`config.mk`:
```
export PLATFORM = sky130hd
export DESIGN_NAME = run_length_table_append_lookup_core
export DESIGN_NICKNAME = d
export VERILOG_FILES = /design/src/rtl/core/rlt_pkg.sv /design/src/rtl/core/rlt_ram.sv /design/src/rtl/core/rlt_fsm.sv /design/src/rtl/core/rlt_datapath.sv /design/src/rtl/core/run_length_table_append_lookup_core.sv
export SDC_FILE = /design/constraint.sdc
export NUM_CORES = 2
export LEC_CHECK = 0
export BUFFER_PORTS_ARGS = -buffer_cell sky130_fd_sc_hd__buf_4
export CAP_MARGIN = 15
export CORE_ASPECT_RATIO = 1.1
export CORE_MARGIN = 2
export CORE_UTILIZATION = 50
export DETAILED_ROUTE_END_ITERATION = 6
export PLACE_DENSITY_LB_ADDON = 0.08
export SYNTH_ARGS = -nofsm -noshare
export SYNTH_HDL_FRONTEND = slang
export SYNTH_HIERARCHICAL = 1
export SYNTH_SLANG_ARGS = --single-unit
export TNS_END_PERCENT = 5
```
`constraint.sdc`:
```
create_clock -name clk -period 10.4 [get_ports clk]
set_input_delay 1.04 -clock clk [delete_from_list [all_inputs] [get_ports clk]]
set_output_delay 1.04 -clock clk [all_outputs]
set_load 0.05 [all_outputs]
```
`src/rtl/core/rlt_pkg.sv`:
```
`timescale 1ns / 1ps
// ----------------------------------------------------------------------------
// rlt_pkg: shared types and constants of the run-length table
// Field widths, request codes, result status codes, controller states and the
// command and status bundles that join the controller to the datapath.
// ----------------------------------------------------------------------------
package rlt_pkg;

    localparam int VAL_W = 32;   // width of a stored or returned value
    localparam int IDX_W = 22;   // width of a lookup position

    // request codes carried on req_type
    localparam logic REQ_APPEND = 1'b0;
    localparam logic REQ_LOOKUP = 1'b1;

    typedef enum logic [1:0] {
        STATUS_OK    = 2'd0,
        STATUS_FULL  = 2'd1,
        STATUS_RANGE = 2'd2
    } status_t;

    typedef enum logic {
        ST_IDLE,
        ST_WALK
    } state_t;

    // controller to datapath
    typedef struct packed {
        logic do_append;   // apply an append item this cycle
        logic do_lookup;   // open a lookup item this cycle
        logic do_walk;     // take one run of the walk this cycle
    } ctrl_cmd_t;

    // datapath to controller
    typedef struct packed {
        logic in_range;    // offered lookup position lies below the item count
        logic hit;         // the run read this cycle holds the position
    } dp_status_t;

endpackage

```
`src/rtl/core/rlt_ram.sv`:
```
`timescale 1ns / 1ps
// ----------------------------------------------------------------------------
// rlt_ram: generic single-write, single-read RAM
// One write port and one read port; the read data is registered.
// ----------------------------------------------------------------------------
module rlt_ram #(
    parameter int WIDTH = 8,
    parameter int DEPTH = 16,
    localparam int AW   = (DEPTH > 1) ? $clog2(DEPTH) : 1
) (
    input  logic             clk,
    input  logic             we,
    input  logic [AW-1:0]    waddr,
    input  logic [WIDTH-1:0] wdata,
    input  logic [AW-1:0]    raddr,
    output logic [WIDTH-1:0] rdata
);

    logic [WIDTH-1:0] mem [DEPTH];

    always_ff @(posedge clk)
    begin
        if (we)
        begin
            mem[waddr] <= wdata;
        end
        rdata <= mem[raddr];
    end

endmodule

```
`src/rtl/core/rlt_fsm.sv`:
```
`timescale 1ns / 1ps
// ----------------------------------------------------------------------------
// rlt_fsm: controller of the run-length table
// Accepts items while idle and sequences the run walk of a lookup.
// ----------------------------------------------------------------------------
module rlt_fsm
    import rlt_pkg::*;
(
    input  logic       clk,
    input  logic       rst_n,
    input  logic       start,
    input  logic       req_type,
    input  dp_status_t stat,
    output logic       busy,
    output ctrl_cmd_t  cmd
);

    state_t state_reg;
    state_t state_next;

    always_ff @(posedge clk or negedge rst_n)
    begin
        if (!rst_n)
        begin
            state_reg <= ST_IDLE;
        end
        else
        begin
            state_reg <= state_next;
        end
    end

    // next state
    always_comb
    begin
        state_next = state_reg;
        case (state_reg)
            ST_IDLE:
            begin
                if (start && (req_type == REQ_LOOKUP) && stat.in_range)
                begin
                    state_next = ST_WALK;
                end
            end
            ST_WALK:
            begin
                if (stat.hit)
                begin
                    state_next = ST_IDLE;
                end
            end
            default:
            begin
                state_next = ST_IDLE;
            end
        endcase
    end

    // outputs
    always_comb
    begin
        busy          = 1'b0;
        cmd.do_append = 1'b0;
        cmd.do_lookup = 1'b0;
        cmd.do_walk   = 1'b0;
        case (state_reg)
            ST_IDLE:
            begin
                cmd.do_append = start && (req_type == REQ_APPEND);
                cmd.do_lookup = start && (req_type == REQ_LOOKUP);
            end
            ST_WALK:
            begin
                busy        = 1'b1;
                cmd.do_walk = 1'b1;
            end
            default:
            begin
                busy = 1'b0;
            end
        endcase
    end

endmodule

```
`src/rtl/core/rlt_datapath.sv`:
```
`timescale 1ns / 1ps
// ----------------------------------------------------------------------------
// rlt_datapath: run storage, counters and the lookup accumulator
// Holds the run RAM, a copy of the last run, the run and item counts, and
// the running length sum of a lookup walk.
// ----------------------------------------------------------------------------
module rlt_datapath
    import rlt_pkg::*;
#(
    parameter int RUN_DEPTH       = 64,
    parameter int RUN_LENGTH_BITS = 16
) (
    input  logic                    clk,
    input  logic                    rst_n,
    input  ctrl_cmd_t               cmd,
    output dp_status_t              stat,
    input  logic signed [VAL_W-1:0] append_value,
    input  logic [IDX_W-1:0]        lookup_index,
    output logic                    done,
    output logic signed [VAL_W-1:0] found_value,
    output logic [1:0]              status
);

    localparam int LW    = RUN_LENGTH_BITS;
    localparam int AW    = (RUN_DEPTH > 1) ? $clog2(RUN_DEPTH) : 1;
    localparam int UW    = $clog2(RUN_DEPTH + 1);
    localparam int SUM_W = UW + LW;
    localparam int TW    = (SUM_W > IDX_W) ? SUM_W : IDX_W;
    localparam int EW    = VAL_W + LW;
    localparam logic [LW-1:0] LEN_MAX = {LW{1'b1}};

    logic [UW-1:0]           used_reg,  used_next;
    logic [TW-1:0]           total_reg, total_next;
    logic signed [VAL_W-1:0] last_value_reg, last_value_next;
    logic [LW-1:0]           last_len_reg,   last_len_next;
    logic [TW-1:0]           idx_reg,   idx_next;
    logic [TW-1:0]           sum_reg,   sum_next;
    logic [AW-1:0]           walk_reg,  walk_next;
    logic                    done_reg,  done_next;
    logic signed [VAL_W-1:0] found_reg, found_next;
    status_t                 status_reg, status_next;

    logic           we;
    logic [AW-1:0]  waddr;
    logic [EW-1:0]  wdata;
    logic [AW-1:0]  raddr;
    logic [EW-1:0]  rdata;

    logic [UW-1:0]  last_run;
    logic           extend;
    logic           full;
    logic [TW-1:0]  sum_acc;

    rlt_ram #(
        .WIDTH (EW),
        .DEPTH (RUN_DEPTH)
    ) u_runs (
        .clk   (clk),
        .we    (we),
        .waddr (waddr),
        .wdata (wdata),
        .raddr (raddr),
        .rdata (rdata)
    );

    assign last_run = used_reg - 1'b1;
    assign extend   = (used_reg != '0) && (last_value_reg == append_value)
                      && (last_len_reg != LEN_MAX);
    assign full     = (used_reg == UW'(RUN_DEPTH));

    // entry layout is {value, length}
    assign sum_acc       = sum_reg + TW'(rdata[LW-1:0]);
    assign stat.hit      = cmd.do_walk && (sum_acc > idx_reg);
    assign stat.in_range = (TW'(lookup_index) < total_reg);

    // address the first run while idle so a lookup finds it ready
    assign raddr = cmd.do_walk ? (walk_reg + 1'b1) : '0;

    always_comb
    begin
        used_next       = used_reg;
        total_next      = total_reg;
        last_value_next = last_value_reg;
        last_len_next   = last_len_reg;
        idx_next        = idx_reg;
        sum_next        = sum_reg;
        walk_next       = walk_reg;
        done_next       = 1'b0;
        found_next      = found_reg;
        status_next     = status_reg;
        we              = 1'b0;
        waddr           = '0;
        wdata           = '0;

        if (cmd.do_append)
        begin
            done_next  = 1'b1;
            found_next = '0;
            if (extend)
            begin
                we            = 1'b1;
                waddr         = last_run[AW-1:0];
                wdata         = {last_value_reg, last_len_reg + 1'b1};
                last_len_next = last_len_reg + 1'b1;
                total_next    = total_reg + 1'b1;
                status_next   = STATUS_OK;
            end
            else if (full)
            begin
                status_next = STATUS_FULL;
            end
            else
            begin
                we              = 1'b1;
                waddr           = used_reg[AW-1:0];
                wdata           = {append_value, LW'(1)};
                last_value_next = append_value;
                last_len_next   = LW'(1);
                used_next       = used_reg + 1'b1;
                total_next      = total_reg + 1'b1;
                status_next     = STATUS_OK;
            end
        end

        if (cmd.do_lookup)
        begin
            idx_next  = TW'(lookup_index);
            sum_next  = '0;
            walk_next = '0;
            if (!stat.in_range)
            begin
                done_next   = 1'b1;
                found_next  = '0;
                status_next = STATUS_RANGE;
            end
        end

        if (cmd.do_walk)
        begin
            sum_next  = sum_acc;
            walk_next = walk_reg + 1'b1;
            if (stat.hit)
            begin
                done_next   = 1'b1;
                found_next  = rdata[EW-1:LW];
                status_next = STATUS_OK;
            end
        end
    end

    always_ff @(posedge clk or negedge rst_n)
    begin
        if (!rst_n)
        begin
            used_reg  <= '0;
            total_reg <= '0;
            done_reg  <= 1'b0;
        end
        else
        begin
            used_reg  <= used_next;
            total_reg <= total_next;
            done_reg  <= done_next;
        end
    end

    always_ff @(posedge clk)
    begin
        last_value_reg <= last_value_next;
        last_len_reg   <= last_len_next;
        idx_reg        <= idx_next;
        sum_reg        <= sum_next;
        walk_reg       <= walk_next;
        found_reg      <= found_next;
        status_reg     <= status_next;
    end

    assign done        = done_reg;
    assign found_value = found_reg;
    assign status      = status_reg;

endmodule

```
`src/rtl/core/run_length_table_append_lookup_core.sv`:
```
`timescale 1ns / 1ps
// ----------------------------------------------------------------------------
// run_length_table_append_lookup_core: run-length table with append/lookup
// Keeps up to RUN_DEPTH (value, length) runs. An append item grows the last
// run or opens a new one (refused with STATUS_FULL when the table is full);
// a lookup item returns the value at a position of the expanded sequence.
//
// Usage:
//  - Offer an item on req_type/append_value/lookup_index with start high; it
//    is taken at the clock edge where start is high and busy is low.
//  - Each item gives exactly one result on found_value/status, shown for a
//    single cycle while done is high. The receiver cannot stall it.
//  - An append, and a lookup out of range, raise done in the cycle after the
//    item is taken; busy stays low, so a new item may follow at once.
//  - A lookup that lands in run k (counted from 0) holds busy while it walks
//    runs 0 to k and raises done through the result register once run k is
//    read. The walk reads one run per cycle through the single read port of
//    the run RAM and accumulates the run lengths.
//  - Reset empties the table (run count and item count go to zero); the run
//    RAM needs no clearing, as only runs below the run count are ever used.
// ----------------------------------------------------------------------------
module run_length_table_append_lookup_core
    import rlt_pkg::*;
#(
    parameter int RUN_DEPTH       = 64,
    parameter int RUN_LENGTH_BITS = 16
) (
    input  logic                    clk,
    input  logic                    rst_n,
    input  logic                    start,
    output logic                    busy,
    input  logic                    req_type,
    input  logic signed [VAL_W-1:0] append_value,
    input  logic [IDX_W-1:0]        lookup_index,
    output logic                    done,
    output logic signed [VAL_W-1:0] found_value,
    output logic [1:0]              status
);

    ctrl_cmd_t  cmd;
    dp_status_t stat;

    // controller: accept items and step the lookup walk
    rlt_fsm u_fsm (
        .clk      (clk),
        .rst_n    (rst_n),
        .start    (start),
        .req_type (req_type),
        .stat     (stat),
        .busy     (busy),
        .cmd      (cmd)
    );

    // datapath: run storage, counters and result register
    rlt_datapath #(
        .RUN_DEPTH       (RUN_DEPTH),
        .RUN_LENGTH_BITS (RUN_LENGTH_BITS)
    ) u_dp (
        .clk          (clk),
        .rst_n        (rst_n),
        .cmd          (cmd),
        .stat         (stat),
        .append_value (append_value),
        .lookup_index (lookup_index),
        .done         (done),
        .found_value  (found_value),
        .status       (status)
    );

    // an append always answers in the next cycle
    a_append_answers: assert property (@(posedge clk) disable iff (!rst_n)
        (start && !busy && (req_type == REQ_APPEND))
        |=> (done && status != STATUS_RANGE))
        else $error("append item gave no result in the next cycle");

    // a result is only ever shown once the walk has ended
    a_done_idle: assert property (@(posedge clk) disable iff (!rst_n)
        done |-> !busy)
        else $error("result shown while a lookup is still walking");

    // the walk only opens on a lookup item
    a_walk_from_lookup: assert property (@(posedge clk) disable iff (!rst_n)
        $rose(busy) |-> $past(start && (req_type == REQ_LOOKUP)))
        else $error("walk opened without a lookup item");

    // errors carry a zero value
    a_error_zero: assert property (@(posedge clk) disable iff (!rst_n)
        (done && status != STATUS_OK) |-> (found_value == '0))
        else $error("error result with a non-zero value");

    // the end of a walk is always reported
    a_walk_reports: assert property (@(posedge clk) disable iff (!rst_n)
        $fell(busy) |-> (done && status == STATUS_OK))
        else $error("lookup walk ended without a good result");

endmodule
```
==> Yosys cells after proc, flatten, opt, wreduce, memory -nomap -nowiden <==
Memory sizes are Yosys's and may differ from the RTL's. A register that Yosys moved wholly into a read port is not among the register bits.
Index checks and enable logic that the tools add are counted.
{ "totals": {"input_bits": 58, "output_inout_bits": 36, "regBits": 165, "wordCells": 80, "ram_bits": 3072, "mem_count": 1} }
{ "classes": {"n_mux": 42, "n_eq_ne": 4, "addsub": 6, "bitwise": 4, "n_lt_le_gt_ge": 2, "reduce_logical": 10} }
{ "mem_list": {"columns": ["name", "depth", "width", "read_ports", "rd_clocked_by_memory_dff", "wr", "line", "source"], "rows": [
  ["u_dp.u_runs.mem", 64, 48, 1, 1, 1, "rlt_ram.sv:19", "logic [WIDTH-1:0] mem [DEPTH];"]
]} }
{ "op_table": {"columns": ["cell", "count"], "rows": [
  ["$mux 32", 5],
  ["$mux 48", 3],
  ["$mux 23", 4],
  ["$mux 6", 6],
  ["$eq 32x32->1", 1],
  ["$mux 16", 2],
  ["$add 23x1->23 const B", 1],
  ["$add 23x16->23", 1],
  ["$gt 23x22->1", 1],
  ["$lt 22x23->1", 1],
  ["$add 16x1->16 const B", 1],
  ["$ne 16x16->1 const B", 1],
  ["$mux 1", 14],
  ["$mux 2", 7],
  ["$add 7x1->7 const B", 1],
  ["$eq 7x7->1 const B", 1],
  ["$reduce_bool 7->1", 1],
  ["$add 6x1->6 const B", 1],
  ["$logic_and 1x1->1", 6],
  ["$sub 6x1->6 const B", 1],
  ["$not 1->1", 4],
  ["$reduce_and 3->1", 1],
  ["$ne 2x1->1 const B", 1],
  ["$pmux 1 s2", 1],
  ["other kinds (2)", 2]
]} }

==> Logic depth before layout (Yosys ltp) <==
{ "depth": {"ltp_word": 9, "ltp_mapped": 20, "ltp_nobuf": 19} }

==> By module <==
Netlist, hierarchy kept.
{ "modules_own_cells": {"columns": ["module", "area_per_inst_um2", "n_inst", "seq_area_each_um2", "cells_each"], "rows": [
  ["rlt_ram", 117117.3, 1, 93209.4, 4970],
  ["rlt_datapath", 9380.2, 1, 4429.2, 866],
  ["rlt_fsm", 63.8, 1, 25.0, 6]
]} }

==> Worst setup path before layout <==
OpenSTA, ideal clock, no wires.
{ "synth_timing": {"kind": "register to register", "from": "reg u_dp.used_reg[0]", "to": "mem u_dp/u_runs/mem[49][0] (netlist name) (enable)", "arrival_time_ns": 6.811, "setup_ns": 0.513, "path_stages_with_launch": 12, "path_buffers": 1, "synth_period_minus_slack_ns": 7.324, "t_required_ns": 9.887, "setup_slack_ns": 3.076, "path_cell_list": "dfrtp_1 -> inv_1 -> ha_1 -> or3b_1 -> nor4_1 -> nor3_2 -> a41oi_1 -> clkbuf_1 -> nand2_1 -> o21ai_0 -> nand4_1 -> nor3_1"} }
{ "synth_via": {"word_cells_on_any_way": 13, "cone_classes": "add/sub: 1; eq/ne: 1; mux: 8; reduce/logical: 3"} }
{ "synth_rtl": {"columns": ["element", "line", "source"], "rows": [
  ["start, declared", "rlt_datapath.sv:32", "logic [UW-1:0] used_reg, used_next;"],
  ["start signal, assigned", "rlt_datapath.sv:161", "used_reg <= used_next;"],
  ["$sub 6x1->6", "rlt_datapath.sv:66", "assign last_run = used_reg - 1'b1;"],
  ["named net u_dp.last_run[0]", "rlt_datapath.sv:49", "logic [UW-1:0] last_run;"],
  ["$mux 6", "rlt_datapath.sv:99", "if (extend)"],
  ["$mux 6", "rlt_datapath.sv:95", "if (cmd.do_append)"],
  ["named net u_dp.waddr[0]", "rlt_datapath.sv:44", "logic [AW-1:0] waddr;"],
  ["end, declared", "rlt_ram.sv:19", null]
]} }
The timed path passes the listed nets, and every way through them passes these cells.

==> Worst setup path after layout <==
{ "layout_timing": {"from": "reg u_dp.used_reg[0]", "to": "mem u_dp/u_runs/mem[58][42] (netlist name) (enable)"} }
{ "layout_via": {"word_cells_on_any_way": 13, "cone_classes": "add/sub: 1; eq/ne: 1; mux: 8; reduce/logical: 3"} }
{ "layout_rtl": {"columns": ["element", "line"], "rows": [
  ["$sub 6x1->6", "rlt_datapath.sv:66"],
  ["named net u_dp.last_run[0]", "rlt_datapath.sv:49"],
  ["$mux 6", "rlt_datapath.sv:99"],
  ["$mux 6", "rlt_datapath.sv:95"]
]} }
The timed path passes the listed nets, and every way through them passes these cells.

==> parameters.txt <==
Parameter                              Value

Status
  Run status    finished, final reports clean

Setup path
  Biggest fanout along the worst timing path    31
  CP required    10.88 ns
  Worst EP arrival    6.84 ns
  Critical path buffer and inverter count    2
  Crit path max-delay cell type    sky130_fd_sc_hd__nor2_4
  Crit path kind    reg -> reg
  Kind of end point of the critical path    register
  Kind of cell adding the most delay to the critical path    simple AND/OR/NAND/NOR gates
  Worst path cell trace    inv_1 -> ha_1 -> or3b_1 -> nor4_1 -> nor3_2 -> nand4_2 -> or3_1 -> a21oi_1 -> nand3_1 -> nor2_4 -> buf_4
  Startpoint type of the worst setup path    register
  Longest individual stage delay on the worst path    1.10 ns

Synthesis
  Most numerous cell types in the synthesized netlist    sky130_fd_sc_hd__edfxtp_1 (3171), sky130_fd_sc_hd__mux4_2 (754), sky130_fd_sc_hd__nor2_1 (200)
  Syn_area_per_cell    21.66 µm²
  Basic-gate share of the synthesized area counting and, or, nand and nor cells    2.099%
  Count of flip-flops with a built-in enable after synthesis    3171
  Xor-xnor portion of the synthesized cell area    0.6505%
  Synthesized-area fraction occupied by adder cells    0.6485%
  Main combinational cell family by area after synthesis    multiplexers
  Complex-gate fraction of the synthesized area    3.542%
  Share of synthesized area occupied by flip-flops and latches    77.17%
  Leading cell types by total area after synthesis    sky130_fd_sc_hd__edfxtp_1 (75%), sky130_fd_sc_hd__mux4_2 (13%), sky130_fd_sc_hd__dfxtp_1 (1.3%)
  Most frequently used flop master after synthesis    sky130_fd_sc_hd__edfxtp_1
  Multiplexer share of the synthesized area    14.40%
  Most instantiated library cell after synthesis    sky130_fd_sc_hd__edfxtp_1
  Top cell type's share of synthesized area    75.24%
  Fraction of registers with async set/reset    0.9741%
  Synth Cell Area    126600 µm²
  Post-Syn Instances    5842
  Yosys top cell by area    sky130_fd_sc_hd__edfxtp_1
  Synthesized net count    5965
  Number of synthesis warnings    6
  Synth unique cells    74
  Register bit total from synthesis    3285

Route
  Vias per cell    6.406
  Number of DRC violations after detailed-routing iteration 0    8018
  Remaining number of nets flagged by the antenna check after routing    0
  Total DRC errors in the routed layout    0
  Vias    62330
  Drt first pass iters    6
  Final routed wirelength across all metal layers    345100 µm
  Detail-routed net length per standard cell    35.46 µm

Floorplanning
  Top-Level Pins    94
  Area enclosed by the die boundary    257200 µm²
  Starting density of the core    50.30%
  Core area    251600 µm²
  Die X-Extent    483.7 µm
  Std cell rows    193
  Die Ht    531.7 µm

Cells and area
  Count of filler cells inserted in the layout    18640
  Area growth from synthesis to final layout    12.97%
  Register with the most flip-flops    u_dp/u_runs/mem
  Total number of nets in the final design    6268
  Combined area of the multi-input logic cells    27980 µm²
  Number of flip-flops in the largest register    3072
  Post-layout instance count excluding filler cells    9730
  Sequential Area    97660 µm²
  Proportion of layout cells with a drive suffix above 1    26.54%
  Largest regs    u_dp/u_runs/mem (3072), u_dp/u_runs/rdata (48)

Timing
  Share of the cycle needed by the critical path after routing    61.14%
  Fmax    157.3 MHz
  RSZ-0062 raised after global routing    no
  Worst slew margin relative to its limit    19.41%
  Final Hold Viols    0
  Setup-failing EPs final    0
  Worst-Margin Slew    1.209 ns
  Final setup skew    0.05501 ns
  Count of final max-slew check failures    0
  Final setup TNS    0 ns
  Final Critical Period    6.359 ns

CTS
  Total clock buffers created by CTS    335
  Number of buffers inserted by post-CTS setup repair    0
  Clock slew at the register clock pins of the worst setup and hold paths    0.06 ns
  Total number of H-tree levels    5
  Buffer depth of the longest clock path    4
  Root buffer selected by CTS    sky130_fd_sc_hd__clkbuf_16
  CTS-repair resized insts    0
  TritonCTS Sinks    3285
  Number of hold-repair buffers added at the cts stage    0
  CTS tree    built
  Clock insertion delay at the later pin of the skew report    0.90 ns

Placed design
  DP HPWL    201700 µm
  Buffers on Ports    93
  Placed Cells    9123
  Weighted congestion reported at the end of routability-driven placement    0.8460

Power and ir drop
  Portion of total power attributed to sequential cells    39.2%
  Power per standard cell area    270.6 nW/µm²
  Clock power share    30.6%
  Power Internal    0.02601 W
  Switch share    32.79%
  Power share of the combinational group    30.2%
  Leak pwr    47.43 nW
  Peak supply drop    0.0002865 V
  Net switching power    0.01269 W

GRT
  Via count of the first global-routing pass    61800
  Pin count of the biggest net entering global routing    110
  Tot GR Track Use    26.69%
  First-pass GRT wire length    484900 µm
  Overall overflow remaining after global route    0
  Initial antenna violation count    29

Run
  Count of max-cap constraint violations    0

Worst hold path
  Path type of the worst min-delay path    in -> async
==> power by group through the flow <==
stage | clock, W | combinational [W] | sequential (W)
2_1_floorplan | 0 | 0.00708 | 0.0156
3_3_place_gp | 0 | 0.0117 | 0.0154
3_5_place_dp | 0 | 0.0117 | 0.0155
4_1_cts | 0.0120 | 0.0118 | 0.0152
5_1_grt | 0.0125 | 0.0122 | 0.0152
6_report | 0.0118 | 0.0117 | 0.0152
==> layout by cell type (no fill, tap or decap), drive strengths merged, types with 79 or more instances in the layout <==
| cell type | n |
|---|---|
| a21oi | 107 |
| a221oi | 83 |
| a22o | 89 |
| buf | 277 |
| clkbuf | 438 |
| clkinv | 121 |
| dfxtp | 82 |
| edfxtp | 3171 |
| mux4 | 754 |
| nand2 | 106 |
| nor2 | 200 |
| o22ai | 122 |
| xnor2 | 79 |
==> per-stage QoR <==
stage          utilization, %  hold slack [ns]  cell area, µm²  setup slack (ns)  total power, W
5_1_grt                 56.82           0.1722          143000             3.750         0.03994
3_5_place_dp            52.57           0.4427          132300             3.400         0.02720
6_report                56.82           0.1593          143000             4.041         0.03869
3_3_place_gp            52.57           0.4375          132300             3.420         0.02716
2_1_floorplan               -           0.4339          126600             3.076         0.02263
4_1_cts                 56.82           0.1197          143000             4.054         0.03897
==> cells by family (layout without fill, tap and decap cells) <==
kind of cell / count (synthesis) / after routing
compound gates: 617 / 617
xor+xnor: 94 / 94
fa+ha+maj: 65 / 65
buf+inv: 375 / 941
flops: 3285 / 3285
mux: 869 / 869
other cells: 0 / 7
simple gates: 537 / 537
==> final timing paths <==
check                                 startpoint                      end  slack [ns]  depth (start not counted)
setup / recovery                u_dp/used_reg[0]  u_dp/u_runs/mem[58][42]        4.04                         11
setup reg to reg                u_dp/used_reg[0]  u_dp/u_runs/mem[58][42]        4.04                         11
hold reg to reg            u_dp/u_runs/rdata[42]     u_dp/found_value[26]        0.45                          1
hold / removal                             rst_n         u_dp/used_reg[4]        0.16                          1
min in group clk                lookup_index[18]         u_dp/idx_reg[18]        0.36                          1
max in group asynchronous                  rst_n                u_dp/done        9.85                          1
==> cell type report <==
| class | count | area share (%) |
|---|---|---|
| Tap cell | 3315 | 2.901 |
| Clock inverter | 162 | 1.005 |
| Timing Repair Buffer | 277 | 1.568 |
| Clock buffer | 438 | 6.469 |
| Inverter | 64 | 0.1680 |
| Sequential cell | 3285 | 68.31 |
| Multi-Input combinational cell | 2182 | 19.57 |
| Antenna cell | 7 | 0.01225 |
==> worst register-to-register path: cells and delay by family, from the launching register on <==
kind	cells	cell delay, ns
and+or+nand+nor	7	3.79
buffers and inverters	2	0.72
AOI/OAI and AO/OA	1	0.77
adders and majority gates	1	0.23
DFF	1	0.44
==> routing by layer <==
layer	global-route usage, %	vias to the layer above	routed length (µm)
met4	7.726	16	10050
met5	0	-	152
li1	-	25270	-
met1	38.21	33950	139500
met3	4.492	450	27710
met2	42.69	2650	167700
Note: power is estimated with default switching activity, not from simulation.
